[src/sv/pmdd_pkg.sv]
// Shared types and constants for the peak meter with dB decay.
`timescale 1ns / 1ps
package pmdd_pkg;

   localparam int          LEVEL_W     = 17;
   localparam logic signed [LEVEL_W-1:0] LEVEL_FLOOR = -17'sd49152;
   localparam logic [26:0] DB_LOG2_K   = 27'd101008905;
   localparam logic [4:0]  DECAY_DEN   = 5'd17;
   localparam logic [16:0] DECAY_MAX   = 17'd65536;

   localparam int CFG_RATE    = 0;
   localparam int CFG_GLOBAL  = 1;
   localparam int CFG_CHANS   = 2;

   typedef enum logic {
      FUNC_PEAK = 1'b0,
      FUNC_TICK = 1'b1
   } func_type;

   typedef enum logic [3:0] {
      ST_IDLE,
      ST_DIV,
      ST_CH_LOAD,
      ST_LOG,
      ST_MUL_LO,
      ST_MUL_HI,
      ST_MERGE,
      ST_EMIT_GLB,
      ST_EMIT_CH
   } back_state_type;

endpackage

[src/sv/pmdd_front.sv]
// Front part: accumulates peak reports, snapshots them into a tick command.
`timescale 1ns / 1ps
module pmdd_front
   import pmdd_pkg::*;
#(
   parameter int CHANNELS = 2
) (
   input  logic                        clock,
   input  logic                        reset,
   input  logic                        req_valid,
   output logic                        req_ready,
   input  logic                        req_func,
   input  logic [3:0]                  req_channel,
   input  logic [15:0]                 req_peak,
   input  logic [15:0]                 req_samples_added,
   input  logic [4:0]                  active_n,
   // tick queue write side
   output logic                        tq_push,
   output logic [31:0]                 tq_samples,
   output logic [CHANNELS*16-1:0]      tq_holds,
   input  logic                        tq_full
);

   logic [15:0] hold_ff [CHANNELS];
   logic [15:0] hold_in [CHANNELS];
   logic [31:0] count_ff, count_in;
   logic [32:0] sum;
   logic        acc;

   // ticks wait for queue space, peaks never stall
   assign req_ready = !(req_func == FUNC_TICK && tq_full);
   assign acc       = req_valid && req_ready;
   assign sum       = {1'b0, count_ff} + {17'd0, req_samples_added};

   always_comb begin
      count_in = count_ff;
      for (int i = 0; i < CHANNELS; i++) hold_in[i] = hold_ff[i];
      if (acc) begin
         if (req_func == FUNC_TICK) begin
            count_in = '0;
            for (int i = 0; i < CHANNELS; i++) hold_in[i] = '0;
         end else begin
            count_in = sum[32] ? 32'hFFFF_FFFF : sum[31:0];
            for (int i = 0; i < CHANNELS; i++) begin
               if (req_channel == 4'(i) && {1'b0, req_channel} < active_n
                   && req_peak > hold_ff[i])
                  hold_in[i] = req_peak;
            end
         end
      end
   end

   always_ff @(posedge clock) begin
      if (reset) begin
         count_ff <= '0;
         for (int i = 0; i < CHANNELS; i++) hold_ff[i] <= '0;
      end else begin
         count_ff <= count_in;
         for (int i = 0; i < CHANNELS; i++) hold_ff[i] <= hold_in[i];
      end
   end

   assign tq_push    = acc && req_func == FUNC_TICK;
   assign tq_samples = count_ff;
   always_comb begin
      for (int i = 0; i < CHANNELS; i++) tq_holds[i*16 +: 16] = hold_ff[i];
   end

endmodule

[src/sv/pmdd_queue.sv]
// Two-entry queue of tick commands between front and back.
`timescale 1ns / 1ps
module pmdd_queue #(
   parameter int WIDTH = 48
) (
   input  logic             clock,
   input  logic             reset,
   input  logic             push,
   input  logic [WIDTH-1:0] push_data,
   output logic             full,
   input  logic             pop,
   output logic             not_empty,
   output logic [WIDTH-1:0] head
);

   logic [WIDTH-1:0] data_ff [2];
   logic             wp_ff, rp_ff;
   logic [1:0]       cnt_ff;

   assign full      = cnt_ff == 2'd2;
   assign not_empty = cnt_ff != 2'd0;
   assign head      = data_ff[rp_ff];

   always_ff @(posedge clock) begin
      if (push) data_ff[wp_ff] <= push_data;
   end

   always_ff @(posedge clock) begin
      if (reset) begin
         wp_ff  <= 1'b0;
         rp_ff  <= 1'b0;
         cnt_ff <= '0;
      end else begin
         if (push) wp_ff <= ~wp_ff;
         if (pop)  rp_ff <= ~rp_ff;
         cnt_ff <= cnt_ff + 2'(push) - 2'(pop);
      end
   end

endmodule

[src/sv/pmdd_back.sv]
// Back part: decay divide, log conversion, level update and result emission.
`timescale 1ns / 1ps
module pmdd_back
   import pmdd_pkg::*;
#(
   parameter int CHANNELS = 2
) (
   input  logic                        clock,
   input  logic                        reset,
   input  logic                        q_valid,
   output logic                        q_pop,
   input  logic [31:0]                 q_samples,
   input  logic [CHANNELS*16-1:0]      q_holds,
   input  logic [17:0]                 sample_rate,
   input  logic                        global_enable,
   input  logic [4:0]                  active_n,
   input  logic                        csr_chans_wr,
   output logic                        rsp_valid,
   input  logic                        rsp_ready,
   output logic                        rsp_kind,
   output logic [3:0]                  rsp_channel_res,
   output logic signed [16:0]          rsp_level_db,
   output logic                        rsp_last
);

   localparam int CW = (CHANNELS > 1) ? $clog2(CHANNELS) : 1;

   back_state_type state_ff, state_in;

   logic signed [16:0] lvl_ff [CHANNELS];
   logic [15:0]        hold_ff [CHANNELS];
   logic [CW-1:0]      ch_ff;
   logic [5:0]         step_ff;
   // restoring divider: numerator 48 bits, divisor 23 bits
   logic [47:0]        quo_ff;
   logic [23:0]        rem_ff;
   logic [22:0]        den_ff;
   logic [16:0]        decay_ff;
   // log unit
   logic [31:0]        man_ff;
   logic [15:0]        frac_ff;
   logic signed [4:0]  expo_ff;
   logic signed [21:0] lq_ff;
   logic signed [63:0] prod_ff;
   logic signed [16:0] max_ff;
   logic signed [16:0] pdb;
   logic signed [49:0] mul;

   // valid flag of the result output register
   logic               out_ff_valid;

   logic [23:0]        rem_sh;
   logic [63:0]        sq;
   logic [3:0]         hb;
   logic [15:0]        cur_hold;

   assign cur_hold = hold_ff[ch_ff];
   assign rem_sh   = {rem_ff[22:0], quo_ff[47]};
   assign sq       = {32'd0, man_ff} * {32'd0, man_ff};
   assign mul      = lq_ff * $signed({1'b0, DB_LOG2_K});

   always_comb begin
      hb = '0;
      for (int b = 0; b < 16; b++) if (cur_hold[b]) hb = 4'(b);
   end

   // next state
   always_comb begin
      state_in = state_ff;
      case (state_ff)
         ST_IDLE:
            if (q_valid) state_in = (sample_rate == '0) ? ST_IDLE : ST_DIV;
         ST_DIV:
            if (step_ff == 6'd47) state_in = ST_CH_LOAD;
         ST_CH_LOAD:
            state_in = (cur_hold == '0) ? ST_MERGE : ST_LOG;
         ST_LOG:
            if (step_ff == 6'd15) state_in = ST_MUL_LO;
         ST_MUL_LO:
            state_in = ST_MUL_HI;
         ST_MUL_HI:
            state_in = ST_MERGE;
         ST_MERGE:
            if ({1'b0, ch_ff} + 1 >= active_n)
               state_in = global_enable ? ST_EMIT_GLB : ST_EMIT_CH;
            else
               state_in = ST_CH_LOAD;
         ST_EMIT_GLB:
            if (!out_ff_valid || rsp_ready) state_in = ST_EMIT_CH;
         ST_EMIT_CH:
            if ((!out_ff_valid || rsp_ready) && {1'b0, ch_ff} + 1 >= active_n)
               state_in = ST_IDLE;
         default: state_in = ST_IDLE;
      endcase
   end

   assign q_pop = state_ff == ST_IDLE && q_valid;

   // dB of the log value with rounding
   always_comb begin
      pdb = 17'(prod_ff[63:32]);
   end

   // merged level of the current channel
   function automatic logic signed [16:0] lvl_in_merge();
      logic signed [18:0] t;
      t = 19'(lvl_ff[ch_ff]) - 19'($signed({1'b0, decay_ff}));
      if (cur_hold != '0 && 19'(pdb) > t) t = 19'(pdb);
      if (t < 19'(LEVEL_FLOOR)) t = 19'(LEVEL_FLOOR);
      return 17'(t);
   endfunction

   // datapath registers
   always_ff @(posedge clock) begin
      case (state_ff)
         ST_IDLE: begin
            // samples * 51200, with 51200 = 25 * 2^11
            quo_ff  <= ({16'd0, q_samples} << 15) + ({16'd0, q_samples} << 14)
                       + ({16'd0, q_samples} << 11);
            rem_ff  <= '0;
            den_ff  <= 23'(sample_rate) * 23'(DECAY_DEN);
            step_ff <= '0;
            ch_ff   <= '0;
            for (int i = 0; i < CHANNELS; i++) hold_ff[i] <= q_holds[i*16 +: 16];
         end
         ST_DIV: begin
            step_ff <= step_ff + 6'd1;
            if (rem_sh >= {1'b0, den_ff}) begin
               rem_ff <= rem_sh - {1'b0, den_ff};
               quo_ff <= {quo_ff[46:0], 1'b1};
            end else begin
               rem_ff <= rem_sh;
               quo_ff <= {quo_ff[46:0], 1'b0};
            end
            if (step_ff == 6'd47) begin
               step_ff <= '0;
            end
         end
         ST_CH_LOAD: begin
            man_ff  <= 32'(cur_hold) << (5'd30 - 5'(hb));
            expo_ff <= 5'(hb) - 5'sd15;
            frac_ff <= '0;
            step_ff <= '0;
         end
         ST_LOG: begin
            step_ff <= step_ff + 6'd1;
            if (sq[61]) begin
               man_ff  <= sq[62:31];
               frac_ff <= {frac_ff[14:0], 1'b1};
            end else begin
               man_ff  <= sq[61:30];
               frac_ff <= {frac_ff[14:0], 1'b0};
            end
         end
         ST_MUL_LO: begin
            lq_ff <= {expo_ff[4], expo_ff, 16'd0} + {6'd0, frac_ff};
         end
         ST_MUL_HI: begin
            prod_ff <= 64'(mul) + 64'sd2147483648;
         end
         ST_MERGE: begin
            if (ch_ff == '0 || lvl_in_merge() > max_ff) max_ff <= lvl_in_merge();
            if ({1'b0, ch_ff} + 1 >= active_n) ch_ff <= '0;
            else ch_ff <= ch_ff + 1'b1;
         end
         ST_EMIT_CH:
            if (!out_ff_valid || rsp_ready) ch_ff <= ch_ff + 1'b1;
         default: ;
      endcase
      if (state_ff == ST_DIV && step_ff == 6'd47)
         decay_ff <= (quo_ff[46:0] > 47'(DECAY_MAX) >> 1 || rem_sh >= {1'b0, den_ff}
                      && 48'({quo_ff[46:0], 1'b1}) > 48'(DECAY_MAX))
                     ? DECAY_MAX
                     : ((48'({quo_ff[46:0], rem_sh >= {1'b0, den_ff}}) > 48'(DECAY_MAX))
                        ? DECAY_MAX
                        : 17'({quo_ff[46:0], rem_sh >= {1'b0, den_ff}}));
   end

   // level store
   always_ff @(posedge clock) begin
      if (reset) begin
         for (int i = 0; i < CHANNELS; i++) lvl_ff[i] <= LEVEL_FLOOR;
      end else if (csr_chans_wr) begin
         for (int i = 0; i < CHANNELS; i++)
            if (5'(i) >= active_n) lvl_ff[i] <= LEVEL_FLOOR;
      end else if (state_ff == ST_MERGE) begin
         lvl_ff[ch_ff] <= lvl_in_merge();
      end
   end

   always_ff @(posedge clock) begin
      if (reset) state_ff <= ST_IDLE;
      else       state_ff <= state_in;
   end

   // output register
   always_ff @(posedge clock) begin
      if (reset) begin
         out_ff_valid <= 1'b0;
      end else if (!out_ff_valid || rsp_ready) begin
         out_ff_valid <= state_ff == ST_EMIT_GLB || state_ff == ST_EMIT_CH;
         if (state_ff == ST_EMIT_GLB) begin
            rsp_kind        <= 1'b1;
            rsp_channel_res <= '0;
            rsp_level_db    <= max_ff;
            rsp_last        <= 1'b0;
         end else begin
            rsp_kind        <= 1'b0;
            rsp_channel_res <= 4'(ch_ff);
            rsp_level_db    <= lvl_ff[ch_ff];
            rsp_last        <= {1'b0, ch_ff} + 1 >= active_n;
         end
      end
   end

   assign rsp_valid = out_ff_valid;

endmodule

[src/sv/peak_meter_db_decay_top.sv]
// Top level of the multichannel peak meter with dB decay.
// Usage:
//   Requests enter on req_* (valid/ready). func 0 is a peak report: it is
//   taken every cycle and updates the per-channel hold and sample counter.
//   func 1 is a tick: it is queued (two deep) to the back end, which divides
//   the counted samples for the decay (one quotient bit a cycle), then per
//   channel runs a 16-step squaring log2 and a multiply (ST_MUL_LO, ST_MUL_HI).
//   A channel with a zero hold skips the log and the multiply. A tick with
//   sample_rate 0 is dropped and yields no results.
//   Results leave on rsp_* (valid/ready) from one output register, global
//   maximum first when enabled, then one per active channel, last on the
//   final one. A stalled receiver holds the back end; peak reports keep
//   flowing and only a third waiting tick stalls req_ready.
//   Configuration writes via csr_* take effect at once; a channel count
//   write floors the levels of channels above the count.
//   Reset: sample_rate 48000, global off, 2 channels, levels at -192 dB.
`timescale 1ns / 1ps
module peak_meter_db_decay_top
   import pmdd_pkg::*;
#(
   parameter int CHANNELS = 2
) (
   input  logic                clock,
   input  logic                reset,
   input  logic                req_valid,
   output logic                req_ready,
   input  logic                req_func,
   input  logic [3:0]          req_channel,
   input  logic [15:0]         req_peak,
   input  logic [15:0]         req_samples_added,
   output logic                rsp_valid,
   input  logic                rsp_ready,
   output logic                rsp_kind,
   output logic [3:0]          rsp_channel_res,
   output logic signed [16:0]  rsp_level_db,
   output logic                rsp_last,
   input  logic                csr_we,
   input  logic [1:0]          csr_index,
   input  logic [17:0]         csr_wdata
);

   localparam int QW = 32 + CHANNELS * 16;

   logic [17:0] rate_ff;
   logic        glb_ff;
   logic [4:0]  chans_ff;
   logic [4:0]  active_n;
   logic [4:0]  new_n;
   logic        chans_wr;

   logic                   tq_push, tq_full, q_valid, q_pop;
   logic [31:0]            tq_samples;
   logic [CHANNELS*16-1:0] tq_holds;
   logic [QW-1:0]          q_head;

   // active count clamped to 1..CHANNELS
   function automatic logic [4:0] clamp_n(input logic [4:0] v);
      if (v == 5'd0) return 5'd1;
      if (v > 5'(CHANNELS)) return 5'(CHANNELS);
      return v;
   endfunction

   assign active_n = clamp_n(chans_ff);
   assign chans_wr = csr_we && csr_index == 2'(CFG_CHANS);
   assign new_n    = clamp_n(csr_wdata[4:0]);

   function automatic logic [4:0] new_n_sel();
      return chans_wr ? new_n : active_n;
   endfunction

   // configuration registers
   always_ff @(posedge clock) begin
      if (reset) begin
         rate_ff  <= 18'd48000;
         glb_ff   <= 1'b0;
         chans_ff <= 5'd2;
      end else if (csr_we) begin
         if (csr_index == 2'(CFG_RATE))   rate_ff  <= csr_wdata;
         if (csr_index == 2'(CFG_GLOBAL)) glb_ff   <= csr_wdata[0];
         if (csr_index == 2'(CFG_CHANS))  chans_ff <= csr_wdata[4:0];
      end
   end

   pmdd_front #(.CHANNELS(CHANNELS)) u_front (
      .clock, .reset, .req_valid, .req_ready, .req_func, .req_channel,
      .req_peak, .req_samples_added, .active_n,
      .tq_push, .tq_samples, .tq_holds, .tq_full
   );

   pmdd_queue #(.WIDTH(QW)) u_queue (
      .clock, .reset, .push(tq_push), .push_data({tq_samples, tq_holds}),
      .full(tq_full), .pop(q_pop), .not_empty(q_valid), .head(q_head)
   );

   pmdd_back #(.CHANNELS(CHANNELS)) u_back (
      .clock, .reset, .q_valid, .q_pop,
      .q_samples(q_head[QW-1 -: 32]), .q_holds(q_head[CHANNELS*16-1:0]),
      .sample_rate(rate_ff), .global_enable(glb_ff), .active_n(new_n_sel()),
      .csr_chans_wr(chans_wr),
      .rsp_valid, .rsp_ready, .rsp_kind, .rsp_channel_res, .rsp_level_db, .rsp_last
   );

endmodule

[config.mk]
export PLATFORM = sky130hd
export DESIGN_NAME = peak_meter_db_decay_top
export DESIGN_NICKNAME = d
export VERILOG_FILES = /design/src/sv/pmdd_pkg.sv /design/src/sv/pmdd_front.sv /design/src/sv/pmdd_queue.sv /design/src/sv/pmdd_back.sv /design/src/sv/peak_meter_db_decay_top.sv
export SDC_FILE = /design/constraint.sdc
export NUM_CORES = 2
export LEC_CHECK = 0
export ABC_AREA = 0
export BUFFER_PORTS_ARGS = -buffer_cell sky130_fd_sc_hd__buf_2
export CORE_ASPECT_RATIO = 0.7
export CORE_UTILIZATION = 70
export DETAILED_ROUTE_END_ITERATION = 6
export GPL_TIMING_DRIVEN = 0
export PLACE_DENSITY = 0.87
export SLEW_MARGIN = 25
export SYNTH_ARGS = -nofsm -noshare
export SYNTH_HDL_FRONTEND = slang
export SYNTH_SLANG_ARGS = --single-unit
[constraint.sdc]
create_clock -name clock -period 21.6 [get_ports clock]
set_input_delay 4.32 -clock clock [delete_from_list [all_inputs] [get_ports clock]]
set_output_delay 4.32 -clock clock [all_outputs]
set_load 0.02 [all_outputs]
### Yosys cells after proc, flatten, opt, wreduce, memory -nomap -nowiden

Memories as Yosys holds them, arrays and structs flattened. A register that Yosys moved wholly into a read port is not among the register bits.
Index checks and enable logic that the tools add are counted.

| operators by class | value |
|---|---|
| reductions and logical operators | 42 |
| shifts and indexed selects | 1 |
| $add $sub $neg | 14 |
| equality and inequality tests | 20 |
| $lt $le $gt $ge | 17 |
| $mul | 3 |
| bitwise logic cells | 8 |
| div/mod/pow operators | 0 |
| muxes and demuxes | 103 |

Operators by type and width:

| kind | number |
|---|---|
| $mux W17 | 10 |
| $mux W32 | 5 |
| $mux W19 | 6 |
| $gt A48 B17 Y1 const B | 2 |
| $pmux W48 S2 | 1 |
| $mux W4 | 21 |
| $mux W16 | 4 |
| $pmux W32 S2 | 1 |
| $mul A32 B32 Y63 | 1 |
| $lt A19 B17 Y1 const B | 3 |
| $add A49 B33 Y49 const B | 1 |
| $mul A22 B28 Y49 const B | 1 |
| $add A47 B46 Y48 | 1 |
| $add A48 B43 Y48 | 1 |
| $gt A47 B16 Y1 const B | 1 |
| $pmux W23 S2 | 1 |
| $mux W5 | 9 |
| $mux W1 | 38 |
| $pmux W4 S9 | 1 |
| $add A32 B16 Y33 | 1 |
| $ge A32 B5 Y1 | 1 |
| $gt A16 B16 Y1 | 2 |
| $pmux W16 S2 | 1 |
| $shl A16 B5 Y32 | 1 |
| 49 further kinds | 94 |

| storage, ports and cells | value |
|---|---|
| bits in registers | 347 |
| RAM bits | 226 |
| output and inout port bits | 25 |
| ROM bits | 0 |
| memories | 4 |
| latch bits | 0 |

Memories:

| memory | depth | bits a word | rd ports | clocked after Yosys merged registers in | write ports | line | source |
|---|---|---|---|---|---|---|---|
| u_queue.data_ff | 2 | 64 | 1 | 1 | 1 | pmdd_queue.sv:16 | `logic [WIDTH-1:0] data_ff [2];` |
| u_back.lvl_ff | 2 | 17 | 1 | 1 | 2 | pmdd_back.sv:30 | `logic signed [16:0] lvl_ff [CHANNELS];` |
| u_back.hold_ff | 2 | 16 | 1 | 1 | 2 | pmdd_back.sv:31 | `logic [15:0] hold_ff [CHANNELS];` |
| u_front.hold_ff | 2 | 16 | 2 | 0 | 2 | pmdd_front.sv:24 | `logic [15:0] hold_ff [CHANNELS];` |

### Depth between registers and ports, before layout

| logic depth | value |
|---|---|
| word-level depth | 18 |
| mapped depth | 41 |
| gate-level depth less buffers | 34 |

### Cells and area by module

A second synthesis with hierarchy kept.

| second synthesis, totals | value |
|---|---|
| cells, all modules | 6286 |
| area, all modules | 65063.7 um2 |

By module, submodules not included:

| module | cells each | area each (um2) | instances |
|---|---|---|---|
| pmdd_back | 5404 | 54389.7 | 1 |
| pmdd_queue | 220 | 5139.9 | 1 |
| pmdd_front | 557 | 4480.5 | 1 |
| peak_meter_db_decay_top | 105 | 1053.5 | 1 |

### Least setup slack after synthesis

OpenSTA, ideal clock, no wires.

| timing | value |
|---|---|
| path type | input-to-output |
| start point | input port req_func |
| end point | output port req_ready |
| arrival | 4.522 ns |
| path slack | 12.758 ns |
| data required time | 17.280 ns |
| stages | 1 |
| cells stage by stage | nand3_1 |

| on the way | value |
|---|---|
| word-level cells in the longest chain between the ends | 2 |

RTL lines:

| element | line | source |
|---|---|---|
| from (decl) | peak_meter_db_decay_top.sv:27 | `input logic req_func,` |
| $logic_and A1 B1 Y1 | pmdd_front.sv:31 | `assign req_ready = !(req_func == FUNC_TICK && tq_full);` |
| $logic_not A1 Y1 | pmdd_front.sv:31 |  |
| to (decl) | peak_meter_db_decay_top.sv:26 | `output logic req_ready,` |

Every way passes these cells.

==> impl_metrics.tcl <==
set metrics [dict create \
    wl_per_cell_um 23.5 \
    cts_resized 0 \
    synthFlopType "edfxtp_1" \
    final_area_mm2 0.0681 \
    drtIter0Drc 5920 \
    skew_ps 28.2 \
    maxCapViolations 0 \
    numCtsBuffers 46 \
    routed_via_density 6.24 \
    reg2reg_depth 42 \
    fin_crit_ps 11650 \
    crit_fanout 10 \
    port_buffers 82 \
    ioPinCount 87 \
    clk_latency_ps 610 \
    drc 2 \
    max_freq_mhz 85.8 \
    worstPathRequired_ps 21940 \
    relSlewSlack 0.190 \
    grt_pass1_wl_um 280000 \
    seq_area_frac_synth 0.236 \
    ys_ff_latch 538 \
    grt_pass1_vias 49300 \
    final-max-slew-violation-count 0 \
    rrSetupSlack_ps 9950 \
    min_path_type "flip-flop to flip-flop" \
    cp-start-kind "flip-flop" \
    cts.sinks 538 \
    setup_viol 0 \
    grt_start_max_net_pins 56 \
    die_w_um 364 \
    clk_transition_reported_paths_ps 70 \
    crit_path_max_incr_delay_ps 820 \
    firstDrtPassIters 7 \
    grt_use_total 0.398 \
    crit_type "flip-flop to flip-flop" \
    tightest_slew_ps 1210 \
    drt-total-wl_um 181000 \
    drive_gt1_frac 0.0565 \
    fin_setup_tns_ps 0 \
    timing.final.crit_share 0.539 \
    syn_area_mm2 0.0643 \
    endpoint_kind "flip-flop" \
    areaGrowthSynthToFinish_pct 5.92 \
    final_util 0.752 \
    crit_end "u_back.max_ff[10]" \
    hpwl_um 147000 \
    cts_tree "done" \
    htree_levels 2 \
    core_mm2 0.0905 \
    synth_cell_types 90 \
    die-area_mm2 0.0930 \
    nNetsFinal 8164 \
    synthCells 6288 \
    r2r-end "u_back.max_ff[10]" \
    rsz0062_at_grt "false" \
    cp.arrival_ps 12000 \
    hold_viol 0 \
    violations "design-rule violations" \
    ant_nets 0 \
    post_cts_buffers 0 \
    synth-edff-count 440 \
    cts-hold-fix-buffers 0 \
    cts_buffer_depth 3 \
    synth.avg_cell_area_um2 10.2 \
    dpl_cell_area_mm2 0.0665 \
    status "finished, violations left" \
    num_vias 48000 \
    num_rows 92 \
    cp_slowest_cell "buf_1" \
    initial_utilization 0.710 \
    yosysWarnings 0 \
    antenna_found_initial 8 \
    fin_hold_ws_ps 422 \
    grt-ovfl-total 0 \
    cp_common_cell "o21ai_0" \
    async_flop_share 0 \
    die_h_um 256 \
    gp_congestion 1.03 \
    cts_root_buffer "clkbuf_16" \
]
-- cell type report --
type | instances | area (um^2)
inverter | 1250 | 4690
buffer | 193 | 782
sequential | 538 | 15200
clock buffer | 63 | 1310
antenna | 5 | 12.5
fill | 6068 | 22400
timing repair buffer | 97 | 632
clock inverter | 22 | 229
multi-input combinational | 4310 | 43700
tap | 1222 | 1530
-- how the worst min path moves through the flow --
stage | start | end | slack (ps) | depth (start not counted)
floorplan | u_back.frac_ff[15] | u_back.lq_ff[15] | 400 | 0
global placement | u_back.expo_ff[0] | u_back.lq_ff[16] | 410 | 0
detailed placement | u_back.expo_ff[0] | u_back.lq_ff[16] | 410 | 0
CTS | u_back.expo_ff[0] | u_back.lq_ff[16] | 420 | 0
global route | u_back.expo_ff[0] | u_back.lq_ff[16] | 440 | 0
finish | u_back.expo_ff[0] | u_back.lq_ff[16] | 420 | 0
-- per-stage QoR --
| step | worst slack [ps] | cells |
|---|---|---|
| after global routing | 9380 | 7696 |
| after floorplan | 12760 | 6291 |
| after detailed placement | 10490 | 7610 |
| after CTS | 10360 | 7695 |
| final | 9950 | 7700 |
| after global placement | 9580 | 7595 |
-- cell families after synthesis --
kind of cell | after synthesis | synth area share
DFF | 538 | 0.236
AOI/OAI and AO/OA | 809 | 0.0807
muxes | 171 | 0.0292
buffers and inverters | 1443 | 0.0850
and+or+nand+nor | 1494 | 0.111
other | 2 | 0.000117
xor gates and xnor gates | 165 | 0.0226
adders and majority gates | 1666 | 0.435
-- Yosys cell counts (all sizes together) (23+ instances only) --
cell / n / area share
nand3: 72 / 0.0056
nor2: 330 / 0.019
ha: 715 / 0.14
a211oi: 23 / 0.0028
and3: 39 / 0.0038
nand4: 44 / 0.0043
o21ai: 187 / 0.015
nor4: 30 / 0.0029
fa: 951 / 0.30
dfxtp: 98 / 0.031
o21a: 28 / 0.0033
nor2b: 47 / 0.0046
mux2: 114 / 0.020
a21o: 91 / 0.011
clkbuf: 171 / 0.010
nor3: 77 / 0.0060
nand2b: 39 / 0.0038
xor2: 60 / 0.0083
nand2: 518 / 0.030
and2: 235 / 0.023
inv: 1245 / 0.073
o21bai: 27 / 0.0032
a31oi: 25 / 0.0024
mux2i: 55 / 0.0086
xnor2: 105 / 0.014
a21oi: 250 / 0.020
edfxtp: 440 / 0.21
-- registers in the layout, indices dropped and copies added, names as in the netlist, 18 cells and up, named ones only --
name / count
u_front.tq_samples: 32
u_queue.data_ff: 128
u_back.den_ff: 23
u_back.man_ff: 32
u_back.hold_ff: 32
u_back.rem_ff: 23
u_back.lq_ff: 21
u_back.quo_ff: 48
u_front.hold_ff: 32
u_back.lvl_ff: 34
rate_ff: 18
-- cell usage in the layout (no fill, tap or decap), drive strengths merged, types with 44 or more instances in the layout --
master  Yosys  routed
inv      1245    1251
fa        951     951
ha        715     715
nand2     518     518
edfxtp    440     440
nor2      330     330
a21oi     250     250
and2      235     235
clkbuf    171     235
o21ai     187     187
buf        22     118
mux2      114     114
xnor2     105     105
dfxtp      98      98
a21o       91      91
nor3       77      77
nand3      72      72
xor2       60      60
mux2i      55      55
nor2b      47      47
nand4      44      44
-- worst max-delay path: cells and delay by family, from the launching register on --
| family | cells | cell delay, ps |
|---|---|---|
| flip-flops | 1 | 600 |
| AO/OA/AOI/OAI | 17 | 4330 |
| adder cells (fa/ha/maj) | 4 | 1350 |
| XOR/XNOR | 1 | 180 |
| multiplexers | 1 | 430 |
| buffers and inverters | 11 | 3360 |
| AND/OR/NAND/NOR | 8 | 1120 |
-- per-layer routing --
metal,vias to the layer above,global-route usage,part of all wire
met4,12,0.0906,0.028
met3,463,0.152,0.15
met5,-,0.0144,0.0015
met2,3219,0.554,0.41
met1,23600,0.588,0.40
li1,20700,-,-
Power is not shown: default switching activity piles up to over one toggle a cycle in this logic, so the estimate is an artifact.
